--- src/hdl/bmvg_pkg.sv ---
// Shared types and constants for the barcode mismatch variant generator.
package bmvg_pkg;

    localparam int BASE_BITS     = 3;
    localparam int BASE_VARIANTS = 5;
    localparam int MAX_BASES     = 21;
    localparam int NUM_COMP      = 4;
    localparam int NUM_LEVELS    = 2 * NUM_COMP;
    localparam int IDX_W         = 32;
    localparam int KMER_W        = 63;
    localparam int LEN_W         = 5;
    localparam int DIV_W         = 8;
    localparam int OFF_W         = 7;
    localparam int POS_W         = 7;
    localparam int SHIFT_W       = 6;
    localparam int CNT_W         = 4;
    localparam int CFG_IDX_W     = 3;
    localparam int CFG_DATA_W    = 8;
    localparam int CHUNK         = 8;
    localparam int CHUNKS        = IDX_W / CHUNK;
    localparam int DIV_STAGES    = NUM_LEVELS * CHUNKS;
    localparam int APPLY_STAGES  = NUM_COMP;
    localparam int NUM_STAGES    = 1 + DIV_STAGES + APPLY_STAGES;

    localparam logic [CFG_IDX_W-1:0] REG_COUNT = 3'd0;
    localparam logic [CFG_IDX_W-1:0] REG_LEN0  = 3'd1;
    localparam logic [CFG_IDX_W-1:0] REG_LEN1  = 3'd2;
    localparam logic [CFG_IDX_W-1:0] REG_LEN2  = 3'd3;
    localparam logic [CFG_IDX_W-1:0] REG_LEN3  = 3'd4;
    localparam logic [CFG_IDX_W-1:0] REG_MODES = 3'd5;

    localparam logic [1:0] MODE_ONE = 2'd1;
    localparam logic [1:0] MODE_TWO = 2'd2;

    // Per-level divisors and flags; level 2k is the low digit of component
    // NUM_COMP-1-k, level 2k+1 its high digit.
    typedef struct packed {
        logic [NUM_LEVELS-1:0][DIV_W-1:0] divisor;
        logic [NUM_LEVELS-1:0]            active;
        logic [NUM_COMP-1:0][OFF_W-1:0]   offset;
    } bmvg_cfg_t;

    typedef struct packed {
        logic                             valid;
        logic [KMER_W-1:0]                kmer;
        logic [IDX_W-1:0]                 idx;
        logic [DIV_W-1:0]                 rem;
        logic [NUM_LEVELS-1:0][DIV_W-1:0] digit;
        logic [CNT_W-1:0]                 cnt;
    } bmvg_stage_t;

endpackage

--- src/hdl/bmvg_cfg.sv ---
// Configuration registers and the per-level divisor and offset table.
module bmvg_cfg import bmvg_pkg::*; (
    input  logic                  aclk,
    input  logic                  aresetn,
    input  logic                  cfg_we,
    input  logic [CFG_IDX_W-1:0]  cfg_index,
    input  logic [CFG_DATA_W-1:0] cfg_wdata,
    output bmvg_cfg_t             cfg
);

    logic [2:0]                       count_reg;
    logic [NUM_COMP-1:0][LEN_W-1:0]   len_reg;
    logic [2*NUM_COMP-1:0]            modes_reg;
    bmvg_cfg_t                        cfg_reg, cfg_next;

    always_ff @(posedge aclk) begin
        if (!aresetn) begin
            count_reg <= 3'd1;
            len_reg   <= {LEN_W'(0), LEN_W'(0), LEN_W'(0), LEN_W'(8)};
            modes_reg <= '0;
        end else if (cfg_we) begin
            case (cfg_index)
                REG_COUNT: count_reg  <= cfg_wdata[2:0];
                REG_LEN0:  len_reg[0] <= cfg_wdata[LEN_W-1:0];
                REG_LEN1:  len_reg[1] <= cfg_wdata[LEN_W-1:0];
                REG_LEN2:  len_reg[2] <= cfg_wdata[LEN_W-1:0];
                REG_LEN3:  len_reg[3] <= cfg_wdata[LEN_W-1:0];
                REG_MODES: modes_reg  <= cfg_wdata;
                default: ;
            endcase
        end
    end

    always_comb begin
        logic [2:0]       n;
        logic [1:0]       mode;
        logic             en;
        logic [DIV_W-1:0] r1;
        logic [OFF_W-1:0] acc;
        n   = (count_reg > 3'(NUM_COMP)) ? 3'(NUM_COMP) : count_reg;
        acc = '0;
        cfg_next = '0;
        for (int c = NUM_COMP - 1; c >= 0; c--) begin
            mode = modes_reg[2*c +: 2];
            en   = (3'(c) < n) && (len_reg[c] != '0) &&
                   ((mode == MODE_ONE) || (mode == MODE_TWO));
            r1   = DIV_W'(len_reg[c]) * DIV_W'(BASE_VARIANTS);
            cfg_next.active[2*(NUM_COMP-1-c)]    = en;
            cfg_next.divisor[2*(NUM_COMP-1-c)]   = en ? r1 : DIV_W'(1);
            cfg_next.active[2*(NUM_COMP-1-c)+1]  = en && (mode == MODE_TWO);
            cfg_next.divisor[2*(NUM_COMP-1-c)+1] =
                (en && (mode == MODE_TWO)) ? r1 : DIV_W'(1);
            cfg_next.offset[c] = acc;
            if (3'(c) < n) acc = acc + OFF_W'(len_reg[c]);
        end
    end

    always_ff @(posedge aclk) begin
        cfg_reg <= cfg_next;
    end

    assign cfg = cfg_reg;

endmodule

--- config.mk ---
export PLATFORM = sky130hd
export DESIGN_NAME = bmvg_cfg
export DESIGN_NICKNAME = d
export VERILOG_FILES = /design/src/hdl/bmvg_pkg.sv /design/src/hdl/bmvg_cfg.sv
export SDC_FILE = /design/constraint.sdc
export NUM_CORES = 1
export LEC_CHECK = 0
export ABC_AREA = 0
export BUFFER_PORTS_ARGS = -buffer_cell sky130_fd_sc_hd__buf_4
export CELL_PAD_IN_SITES_DETAIL_PLACEMENT = 2
export CELL_PAD_IN_SITES_GLOBAL_PLACEMENT = 2
export CORE_MARGIN = 8
export CORE_UTILIZATION = 36
export DETAILED_ROUTE_END_ITERATION = 8
export PLACE_DENSITY = 0.95
export SYNTH_ARGS = -nofsm -noshare
export SYNTH_HDL_FRONTEND = slang
export SYNTH_SLANG_ARGS = --single-unit
--- constraint.sdc ---
create_clock -name aclk -period 7.4 [get_ports aclk]
set_input_delay 1.11 -clock aclk [delete_from_list [all_inputs] [get_ports aclk]]
set_output_delay 1.11 -clock aclk [all_outputs]
set_load 0.01 [all_outputs]
==> impl_results.md <==
* R2R Path Start: count_reg[2]$_SDFFE_PN0P_
* Residual DRC at 0
* Total core area at 12600 µm²
* Slew at the pin with the worst max-slew slack at 1.33 ns
* Via-per-instance ratio at 4.90
* CTS clock-pin slew for the worst setup and hold paths at 0.06 ns
* # resized after CTS at 0
* Number of buffer and inverter stages on the critical path at 0
* Die X at 130 µm
* Unrepaired setup endpoints after global routing: no
* Port bufs at 103
* Hold Path Depth at 2
* Final core utilization at 48.9%
* Synthesis-stage register bit count at 121
* Part of the Yosys area used for sequential elements at 52.1%
* Antenna Violating Nets Remaining at 0
* Final clock period utilization by the worst path at 42.6%
* Violation count after the first detailed-routing iteration at 165
* Most common library cell in the layout ignoring fill and taps: sky130_fd_sc_hd__dfxtp_1
* CP Depth at 10
* Source-to-sink clock delay at the later pin of the worst-skew pair at 0.42 ns
* DR WL/cell at 22.4 µm
* Top library cells by usage in the layout, fill and taps aside: sky130_fd_sc_hd__dfxtp_1 (121), sky130_fd_sc_hd__buf_4 (104), sky130_fd_sc_hd__nor2_1 (38), sky130_fd_sc_hd__ha_1 (38), sky130_fd_sc_hd__nor2b_1 (28)
* Total number of vias at 3554
* Setup TNS at 0 ns
* Clock tree from TritonCTS: done
* Worst-case reg-to-reg path depth at 10
* Achievable frequency at 317 MHz
* Startpoint kind of the worst setup timing path: register
* Post-Synthesis Cell Area at 4650 µm²
* Post-synthesis xor/xnor area fraction at 2.26%
* Synth Area in Adders at 12.8%
* Fraction of layout cells with a size suffix above 1 at 26.6%
* Mux contribution to synthesized area at 4.96%
* Net total in the final layout at 599
* TritonCTS Buffers at 17
* Area enclosed by the die boundary at 16800 µm²
* CP max-delay cell: sky130_fd_sc_hd__dfxtp_1
* Initial standard-cell utilization of the core at 36.8%
* Antenna violations before repair at 0
* Synth warn at 0
* Placement Setup Slack at 4.44 ns
* Final worst hold slack at 0.503 ns
* Worst IR drop on VDD at 0.143 mV
* Final worst clock skew at 0.0112 ns
* Post-synthesis area per instance at 10.9 µm²
* Worst setup slack after layout at 4.25 ns
* Growth of design area from synthesis to finish at 32.7%
* Synth Area in Simple Gates at 18.0%
* Number of sinks driven by the clock tree at 121
* Critical path origin: count_reg[2]$_SDFFE_PN0P_
* Data required time at the worst endpoint at 7.69 ns
* Family of cells with the greatest summed delay on the critical path: adder cells
* Synth async-reset ratio at 0%
* Number of maximum-capacitance violations at 0
* Vias in the first global route at 4259
* Count of final hold-check violations at 0
* Fin crit period at 3.15 ns
* Max incr delay on CP at 0.49 ns
* Min-Delay Startpoint: modes_reg[7]$_SDFFE_PN0P_
* Sum of internal, switching and leakage power at 1.60 mW
* Distinct cell type count of the synthesized netlist at 37
* Largest net degree at the start of global routing at 32
* Layout fillers at 1299
* First-pass iteration count of the detailed router at 4
* Cell chosen for the clock root: sky130_fd_sc_hd__clkbuf_16
* Max reg flops at 90
* HP Class: register to register
* Cell accounting for the most synthesized area: sky130_fd_sc_hd__dfxtp_1
* Number of instances in the synthesized netlist at 428
* FF/Latch Area at 2420 µm²
* Clock H-tree levels at 4
* Endpoint arrival time on the critical path at 3.44 ns
* Worst Path Max Fanout at 10
* Result of the run: complete, no violations
* Residual overflow from global routing at 0
* Max-Slew Margin vs Limit at 10.5%
* Last weighted congestion value of the routability-driven placer at 0.787
* Power per standard cell area at 259 nW/µm²
* Number of max-slew violations in the final report at 0
* Top area cells in the synthesized netlist: sky130_fd_sc_hd__dfxtp_1 (52%), sky130_fd_sc_hd__ha_1 (10%), sky130_fd_sc_hd__mux2i_1 (5.0%)
* Overall track demand over capacity in global routing at 20.2%
* Hold-fix buffers at CTS at 0
* Leakage power at 2.94 nW
* Capturing element type of the critical path: register
* Compound-gate portion of the synthesized area at 5.98%
* Standard-cell rows at 41
* Number of buffers inserted to repair setup after CTS at 0
* Number of synthesized flops with an enable pin at 0
* Routed wire length at 16200 µm
* Clock Tree Buf Depth at 2
* List of cells traversed by the critical path: and2_1 > ha_1 > fa_1 > nor2b_1 > fa_1 > a21o_1 > a21oi_1 > nor2b_1 > nor2_1 > nor2_1
* Area fraction of the dominant cell type after synthesis at 52.1%
* Multi-input logic area at 2080 µm²
* I/O pin cnt at 114
* Top_reg_cell synth: sky130_fd_sc_hd__dfxtp_1
* Inserted Diodes at 0
* Kind of critical path: register to register
* Slack of the worst reg-to-reg path at 4.25 ns
* Setup violators final at 0
* Y dimension of the die at 130 µm
* Main combinational cell family by area after synthesis: simple AND/OR/NAND/NOR gates
* Final HPWL from detailed placement at 10400 µm
* Global-route wire length before repair at 25200 µm
final cells by class:
cell class	count	share of cell area (%)
clock buffer	22	7.69
clock inverter	9	2.35
inverter	13	0.791
multi-input combinational	284	33.7
sequential	121	39.3
tap	172	3.49
timing repair buffer	104	12.7
metal layers:
layer | routed length, µm | global-route usage [%] | up-vias
met4 | 505 | 10.4 | 0
met3 | 825 | 5.59 | 34
met2 | 8690 | 36.5 | 105
li1 | - | - | 1631
met1 | 6190 | 21.0 | 1784
met5 | 0 | 0 | -
path summary, 6_finish.rpt:
path | to
max reg2reg | cfg[6]$_SDFF_PP0_
min reg2reg | modes_reg[7]$_SDFFE_PN0P_
min | modes_reg[7]$_SDFFE_PN0P_
max | cfg[6]$_SDFF_PP0_
synthesized netlist by cell type, drive strengths merged, types with 2 or more instances:
master	number
a21boi	8
and3	16
buf	15
and2	22
fa	6
a211oi	7
inv	13
a21oi	9
o21ai	2
nand2b	5
or2	5
ha	38
nor2b	28
mux2i	23
nor2	39
nand2	27
nor3	9
dfxtp	121
clkbuf	4
a21o	11
xnor2	7
xor2	5
report_power, final:
part / switching (mW) / leakage [nW] / internal [mW]
Sequential: 0.00661 / 0.976 / 0.657
Clock: 0.301 / 0.310 / 0.585
Combinational: 0.0301 / 1.65 / 0.0204
per-stage QoR:
step / cell area, µm² / instances
2_1_floorplan: 4680 / 437
3_3_place_gp: 5550 / 694
3_5_place_dp: 5550 / 694
4_1_cts: 6170 / 725
5_1_grt: 6170 / 725
6_report: 6170 / 725
worst register-to-register path: stages (launching register included):
cell and delay, ns:
sky130_fd_sc_hd__dfxtp_1 0.49, sky130_fd_sc_hd__and2_1 0.27, sky130_fd_sc_hd__ha_1 0.29, sky130_fd_sc_hd__fa_1 0.45, sky130_fd_sc_hd__nor2b_1 0.20, sky130_fd_sc_hd__fa_1 0.49
sky130_fd_sc_hd__a21o_1 0.22, sky130_fd_sc_hd__a21oi_1 0.25, sky130_fd_sc_hd__nor2b_1 0.12, sky130_fd_sc_hd__nor2_1 0.18, sky130_fd_sc_hd__nor2_1 0.07
cell families after synthesis:
group	count (synthesis)
adders and majority gates	44
AOI/OAI and AO/OA	40
buffers and inverters	32
and+or+nand+nor	155
DFF	121
muxes	23
xor gates and xnor gates	12
other	1
No activity file was read; power rests on OpenSTA's default activity.
